$ cat src/hw/rtl/chr_pkg.sv
// shared types and constants for the chained hash record table
package chr_pkg;

  localparam int CFG_W        = 5;
  localparam int KEY_FIELD_W  = 64;
  localparam int GRADE_W      = 8;
  localparam int RESULT_LIMIT = 64;

  localparam logic [CFG_W-1:0] BUCKETS_USED_RESET = 5'd10;

  typedef enum logic [1:0] {
    ACT_INSERT,
    ACT_DELETE,
    ACT_LOOKUP,
    ACT_RANGE
  } chr_action_t;

  typedef enum logic [1:0] {
    STAT_OK,
    STAT_MISS,
    STAT_FULL
  } chr_status_t;

  typedef struct packed {
    logic [1:0]             action;
    logic [KEY_FIELD_W-1:0] record_key;
    logic [GRADE_W-1:0]     record_grade;
    logic [GRADE_W-1:0]     range_low;
    logic [GRADE_W-1:0]     range_high;
  } chr_req_t;

  typedef struct packed {
    chr_status_t            status;
    logic [KEY_FIELD_W-1:0] found_key;
    logic [GRADE_W-1:0]     found_grade;
    logic                   last_result;
  } chr_res_t;

endpackage

$ cat src/hw/rtl/chr_hash.sv
// bucket hash: byte sum, then remainder by the bucket count, four bits a cycle
module chr_hash #(
  parameter int MAX_BUCKETS = 16,
  parameter int KEY_BYTES   = 8
) (
  input  logic                          clk,
  input  logic                          rst,
  input  logic                          start,
  input  logic [8*KEY_BYTES-1:0]        key,
  input  logic [chr_pkg::CFG_W-1:0]     buckets_used,
  output logic                          done,
  output logic [((MAX_BUCKETS > 1) ? $clog2(MAX_BUCKETS) : 1)-1:0] bucket
);
  import chr_pkg::*;

  localparam int KEY_W      = 8 * KEY_BYTES;
  localparam int BKT_W      = (MAX_BUCKETS > 1) ? $clog2(MAX_BUCKETS) : 1;
  localparam int SUM_W      = $clog2(KEY_BYTES * 255 + 1);
  localparam int HASH_ITERS = (SUM_W + 3) / 4;
  localparam int PAD_W      = HASH_ITERS * 4;
  localparam int IT_W       = (HASH_ITERS > 1) ? $clog2(HASH_ITERS) : 1;
  localparam int MB_W       = $clog2(MAX_BUCKETS + 1);
  localparam int BU_W       = (MB_W > CFG_W) ? MB_W : CFG_W;
  localparam int IDX_W      = (BKT_W > CFG_W) ? BKT_W : CFG_W;

  logic             busy;
  logic [IT_W-1:0]  iter;
  logic [PAD_W-1:0] sum_q;
  logic [CFG_W-1:0] n_q;
  logic [CFG_W-1:0] rem;
  logic [CFG_W-1:0] rem_next;
  logic [SUM_W-1:0] sum;
  logic [BU_W-1:0]  bu_ext;
  logic [BU_W-1:0]  n_eff;
  logic [IDX_W-1:0] rem_ext;

  // byte sum of the key
  always_comb begin
    sum = '0;
    for (int b = 0; b < KEY_BYTES; b++) begin
      sum = sum + SUM_W'(key[8*b +: 8]);
    end
  end

  // zero acts as one, above the bucket array acts as its size
  assign bu_ext = BU_W'(buckets_used);
  always_comb begin
    if (buckets_used == '0) begin
      n_eff = BU_W'(1);
    end else if (bu_ext > BU_W'(MAX_BUCKETS)) begin
      n_eff = BU_W'(MAX_BUCKETS);
    end else begin
      n_eff = bu_ext;
    end
  end

  // four restoring remainder steps, msb first
  always_comb begin
    logic [CFG_W:0]   t;
    logic [CFG_W-1:0] r;
    r = rem;
    t = '0;
    for (int k = 0; k < 4; k++) begin
      t = {r, sum_q[PAD_W-1-k]};
      if (t >= {1'b0, n_q}) begin
        t = t - {1'b0, n_q};
      end
      r = t[CFG_W-1:0];
    end
    rem_next = r;
  end

  always_ff @(posedge clk) begin
    if (rst) begin
      busy <= 1'b0;
      done <= 1'b0;
      iter <= '0;
    end else begin
      done <= 1'b0;
      if (start) begin
        busy  <= 1'b1;
        iter  <= '0;
        sum_q <= PAD_W'(sum);
        n_q   <= n_eff[CFG_W-1:0];
        rem   <= '0;
      end else if (busy) begin
        rem   <= rem_next;
        sum_q <= sum_q << 4;
        iter  <= iter + IT_W'(1);
        if (iter == IT_W'(HASH_ITERS - 1)) begin
          busy <= 1'b0;
          done <= 1'b1;
        end
      end
    end
  end

  assign rem_ext = IDX_W'(rem);
  assign bucket  = rem_ext[BKT_W-1:0];

endmodule

$ cat config.mk
export PLATFORM = sky130hd
export DESIGN_NAME = chr_hash
export DESIGN_NICKNAME = d
export VERILOG_FILES = /design/src/hw/rtl/chr_pkg.sv /design/src/hw/rtl/chr_hash.sv
export SDC_FILE = /design/constraint.sdc
export NUM_CORES = 1
export LEC_CHECK = 0
export BUFFER_PORTS_ARGS = -buffer_cell sky130_fd_sc_hd__buf_2
export CORE_ASPECT_RATIO = 2
export CORE_MARGIN = 2
export CORE_UTILIZATION = 40
export CTS_BUF_LIST = sky130_fd_sc_hd__clkbuf_4
export CTS_CLUSTER_SIZE = 30
export DETAILED_ROUTE_END_ITERATION = 10
export PLACE_DENSITY = 0.61
export SETUP_SLACK_MARGIN = 0.02
export SYNTH_ARGS = -nofsm -noshare
export SYNTH_HDL_FRONTEND = slang
export SYNTH_SLANG_ARGS = --single-unit
$ cat constraint.sdc
create_clock -name clk -period 10.36 [get_ports clk]
set_input_delay 2.59 -clock clk [delete_from_list [all_inputs] [get_ports clk]]
set_output_delay 2.59 -clock clk [all_outputs]
set_load 0.005 [all_outputs]
==> results of run 1 <==
-- layout by cell type, fill, tap and decap left out, types with 2 or more instances in the layout --
master / n
sky130_fd_sc_hd__buf_2: 76
sky130_fd_sc_hd__inv_1: 73
sky130_fd_sc_hd__fa_1: 51
sky130_fd_sc_hd__ha_1: 34
sky130_fd_sc_hd__edfxtp_1: 22
sky130_fd_sc_hd__nor2_1: 20
sky130_fd_sc_hd__a21oi_1: 14
sky130_fd_sc_hd__nand2_1: 11
sky130_fd_sc_hd__xnor2_1: 10
sky130_fd_sc_hd__a21o_1: 9
sky130_fd_sc_hd__xor2_1: 8
sky130_fd_sc_hd__mux2_2: 7
sky130_fd_sc_hd__o21ai_0: 7
sky130_fd_sc_hd__and2_1: 6
sky130_fd_sc_hd__nor3_1: 5
sky130_fd_sc_hd__nand2b_1: 4
sky130_fd_sc_hd__mux2i_1: 4
sky130_fd_sc_hd__o31ai_1: 4
sky130_fd_sc_hd__dfxtp_1: 4
sky130_fd_sc_hd__clkbuf_4: 4
sky130_fd_sc_hd__nand3_1: 3
sky130_fd_sc_hd__and3_1: 2
sky130_fd_sc_hd__a41o_1: 2
sky130_fd_sc_hd__o22a_1: 2
sky130_fd_sc_hd__o22ai_1: 2
sky130_fd_sc_hd__nand4_1: 2
sky130_fd_sc_hd__nor2b_1: 2
sky130_fd_sc_hd__a22o_1: 2
sky130_fd_sc_hd__a211oi_1: 2
sky130_fd_sc_hd__o211a_1: 2
-- state kept, by name, indices dropped and copies added (netlist names) --
| name | flops |
|---|---|
| busy | 1 |
| done | 1 |
| iter | 2 |
| n_q | 5 |
| rem | 5 |
| sum_q | 12 |
-- per-layer routing --
metal | vias to the layer above | track usage (%) | part of all wire, %
met5 | - | 0 | 0
met4 | 0 | 6.36 | 3.8
met3 | 14 | 1.02 | 2.1
met2 | 45 | 31.4 | 61
met1 | 1304 | 15.7 | 33
li1 | 1298 | - | -
-- final timing paths --
path                           startpoint                    to  slack, ns  cells after the start
setup reg to reg  sum_q[11]$_SDFFCE_PP0P_  rem[1]$_SDFFCE_PP0P_       2.82                     29
hold reg to reg      iter[1]$_SDFFE_PP0P_  iter[1]$_SDFFE_PP0P_       0.50                      2
hold / removal       iter[1]$_SDFFE_PP0P_  iter[1]$_SDFFE_PP0P_       0.50                      2
setup / recovery  sum_q[11]$_SDFFCE_PP0P_  rem[1]$_SDFFCE_PP0P_       2.82                     29
-- kinds of logic after synthesis --
logic type,share of synthesized area (%)
adders and majority gates,40.2
buffers and inverters,9.42
AOI/OAI and AO/OA,13.0
and+or+nand+nor,8.69
DFF,20.6
xor gates and xnor gates,4.38
muxes,3.72
-- area by class of cell --
cell class              count  area (um2)
fillers                   865        4810
flip-flops and latches     26         741
repair buffers             77         388
multi-input cells         237        2520
well taps                 102         128
inverters                  73         274
clock buffers               4        30.0
diodes                      1        2.50
-- metrics by stage --
stage                     worst slack [ns]  area [um2]  hold slack (ns)
after detailed placement              2.90        4050            0.486
final                                 2.82        4080            0.504
after CTS                             2.87        4080            0.504
after global routing                  2.22        4080            0.544
after floorplan                       3.60        3600            0.460
after global placement                3.12        4050            0.474
-- critical path: cells and delay by family (launching register included) --
kind | cells | cell delay [ns]
compound gates | 13 | 2.91
fa+ha+maj | 5 | 1.79
buf+inv | 3 | 0.23
flops | 1 | 0.48
mux | 2 | 0.76
simple gates | 6 | 1.14
==> metrics.yaml, run 1 <==
syn_area_um2: 3600
cp-start-kind: "flop"
grt_pass1_vias: 2885
cts_hold_buffers: 0
timing.critical_path.to_type: "flop"
clock.fmax_mhz: 133
nets: 575
dr.pass1.iters: 4
core-area_um2: 8890
max-cap-violations: 0
path_clk_slew_ns: 0.13
synth_top_area_cell: "sky130_fd_sc_hd__fa_1"
final_layout_size_suffix_gt1_share_pct: 23.5
drv_slew: 0
outcome: "finished, final reports clean"
number_of_primary_i_o_pins: 77
cts_buffer_depth: 2
initial_utilization_pct: 40.5
synth-edff-count: 22
clock-skew-final_ns: 0.00199
setup-tns-final_ns: 0
maxSlewHeadroom_pct: 49.5
critical_path.most_common_cell: "sky130_fd_sc_hd__a21oi_1"
cts_tree: "yes"
postCtsSetupRepairBufs: 0
yosys.cell_types.count: 54
totalWireLength_mm: 7.22
core.rowCount: 49
yosys_warnings: 0
yosysMostFrequentCell: "sky130_fd_sc_hd__inv_1"
fraction_of_synthesis_flops_using_an_asynchronous_set_or_reset_pin_pct: 0
arrival_ns: 7.62
syn_area_per_cell_um2: 10.4
grt_pass1_wl_mm: 12.3
routed_via_density: 5.12
overflow: 0
antenna_found_initial: 1
yosys-top-cells-area: "sky130_fd_sc_hd__fa_1 (28%), sky130_fd_sc_hd__edfxtp_1 (18%), sky130_fd_sc_hd__ha_1 (12%)"
crit_path_max_fanout: 8
postSynth.topFlopCell: "sky130_fd_sc_hd__edfxtp_1"
timing.critical_path.required_ns: 10.44
drt_iter0_markers: 91
numPortBuffers: 76
num_vias: 2661
numCtsBuffers: 3
grt_max_degree: 20
hp-class: "reg -> reg"
postSynthRegisterBits: 26
synthTopCellsByCount: "sky130_fd_sc_hd__inv_1 (73), sky130_fd_sc_hd__fa_1 (51), sky130_fd_sc_hd__ha_1 (34)"
die_y_um: 138
layout_worst_path_cycle_share_pct: 72.8
placedCellCount: 515
cts_num_sinks: 26
number_of_standard_cells_in_the_final_layout_excluding_fillers: 520
postRouteAntennaNets: 0
floorplan.die_area_um2: 9820
cp_slowest_stage_delay_ns: 0.48
grt_usage_pct: 15.6
syn-num-nets: 503
synth_cells: 346
finish.utilization_pct: 45.9
ctsResizeCount: 0
hpwlAfterDp_mm: 6.48
drc_errors: 0
yosysTopAreaCellShare_pct: 28.4
critical_path.slowest_cell: "sky130_fd_sc_hd__edfxtp_1"
flow.area_growth_from_synthesis_pct: 13.4
gpl_wtd_cong: 0.925
number_of_levels_the_h_tree_was_split_into: 1
die_w_um: 71.1
timing_worst_setup_path_type: "reg -> reg"
post_synthesis_sequential_area_ratio_pct: 20.6
final_hold_viol_count: 0
final-setup-viol-count: 0
route.detailed.wl_per_inst_um: 13.9
root_buffer: "sky130_fd_sc_hd__clkbuf_4"
tightest_slew_ns: 0.752
min_period_ns: 7.54
clock_insertion_delay_worst_skew_ns: 0.31
setup_repair_after_global_routing_missed_its_margin: "no"
Power of run 1 is left out: the tool's default activity adds up to more than one toggle a clock period on the data nets, which glitch-free logic cannot reach.
==> inputs of run 2 (changes only) <==
PLACE_DENSITY = 0.63   (was 0.61)
clock period = 6.7 ns   (was 10.36 ns; I/O delays follow)
==> run 2 against run 1 <==
Non-clock buffer count grew 27. Largest cell class unchanged. Worst setup slack lost 2.5 ns. Clock-buffer cell count shrank 1. Highest routed layer unchanged. Critical endpoint unchanged. Via count grew 5.5%.
==> metrics.yaml, run 2 (synthesis gave the netlist of run 1 again) <==
routed_via_density: 5.13
grt_pass1_vias: 3120
clock-skew-final_ns: 0.00965
final_hold_viol_count: 0
min_path_cells: 2
top_regs: "sum_q x12, n_q x5, rem x5"
die_y_um: 138
clock.fmax_mhz: 157
totalWireLength_mm: 7.73
final_layout_size_suffix_gt1_share_pct: 30.6
worst_r2r_path_depth: 28
grt_pass1_wl_mm: 13.3
cts_tree: "yes"
num_vias: 2808
min_period_ns: 6.37
floorplan.die_area_um2: 9820
hp-class: "reg -> reg"
drt_iter0_markers: 53
crit_path_max_fanout: 8
gpl_wtd_cong: 1.00
fillerInstances: 806
hpwlAfterDp_mm: 6.84
timing_worst_setup_path_type: "reg -> reg"
maxSlewHeadroom_pct: 52.4
antenna_found_initial: 1
fin_area_um2: 4340
grt_max_degree: 20
route.detailed.wl_per_inst_um: 14.1
number_of_primary_i_o_pins: 77
core-area_um2: 8890
root_buffer: "sky130_fd_sc_hd__clkbuf_4"
number_of_levels_the_h_tree_was_split_into: 1
numPortBuffers: 76
final_common_cell: "sky130_fd_sc_hd__buf_2"
final-setup-viol-count: 0
initial_utilization_pct: 40.5
postRouteAntennaNets: 0
numCtsBuffers: 3
outcome: "finished, final reports clean"
timing.critical_path.to_type: "flop"
max_flop_register: "sum_q"
path_clk_slew_ns: 0.14
placedCellCount: 539
arrival_ns: 6.48
worst_hold_slack_ns: 0.499
cp-start-kind: "flop"
timing.critical_path.required_ns: 6.81
grt_usage_pct: 16.8
critical_path.slowest_cell: "sky130_fd_sc_hd__or3_4"
dr.pass1.iters: 4
max-cap-violations: 0
overflow: 0
nets: 602
clock_insertion_delay_worst_skew_ns: 0.33
largest_register_ff_count: 12
flow.area_growth_from_synthesis_pct: 20.7
tightest_slew_ns: 0.704
number_of_standard_cells_in_the_final_layout_excluding_fillers: 547
drc_errors: 0
core.rowCount: 49
cts_buffer_depth: 2
cts_hold_buffers: 0
cts_num_sinks: 26
die_w_um: 71.1
drv_slew: 0
layout_worst_path_cycle_share_pct: 95.1
placedInstanceArea_um2: 4230
cp_slowest_stage_delay_ns: 0.42
most-common-layout-cells: "sky130_fd_sc_hd__buf_2 (76), sky130_fd_sc_hd__inv_1 (73), sky130_fd_sc_hd__fa_1 (50), sky130_fd_sc_hd__ha_1 (34), sky130_fd_sc_hd__buf_4 (28)"
[run 2: path summary, 6_finish.rpt]
kind	start	slack [ns]	end
setup / recovery	sum_q[11]$_SDFFCE_PP0P_	0.33	rem[1]$_SDFFCE_PP0P_
hold / removal	iter[1]$_SDFFE_PP0P_	0.50	iter[1]$_SDFFE_PP0P_
setup reg to reg	sum_q[11]$_SDFFCE_PP0P_	0.33	rem[1]$_SDFFCE_PP0P_
hold reg to reg	iter[1]$_SDFFE_PP0P_	0.50	iter[1]$_SDFFE_PP0P_
[run 2: through the flow]
step	setup TNS [ns]	setup slack [ns]	util, %
floorplan	0	0.0289	-
global placement	0	0.278	47.6
detailed placement	0	0.138	47.6
CTS	0	0.0960	47.9
global route	-0.0300	-0.0104	48.9
finish	0	0.326	48.9
[run 2: worst max-delay path: cells and delay by family, from the launching register on]
kind                       cells  cell delay [ns]
AOI/OAI and AO/OA             12             1.98
adders and majority gates      5             1.53
and+or+nand+nor                6             1.10
buffers and inverters          2             0.12
muxes                          3             0.98
DFF                            1             0.41
[run 2: final cells by class]
class                   instances  area, um2  share of cell area, %
well taps                     102        128                   2.94
multi-input cells             237       2580                   59.4
flip-flops and latches         26        741                   17.1
clock buffers                   3       22.5                  0.518
diodes                          1       2.50                 0.0576
inverters                      73        274                   6.31
repair buffers                104        591                   13.6
clock inverters                 1       3.75                 0.0864
[run 2: what timing repair did]
item	CTS	global route
setup buffers	0	3
setup endpoints to repair	0	5
hold endpoints to repair	0	0
gates resized for setup	0	14
[run 2: layer usage]
metal | vias to the layer above | GRT usage, % | wire length, um
li1 | 1346 | - | -
met1 | 1363 | 16.4 | 2460
met2 | 69 | 33.5 | 4670
met3 | 30 | 1.31 | 210
met4 | 0 | 7.94 | 394
met5 | - | 0 | 0
Power of run 2 is left out for the same reason.
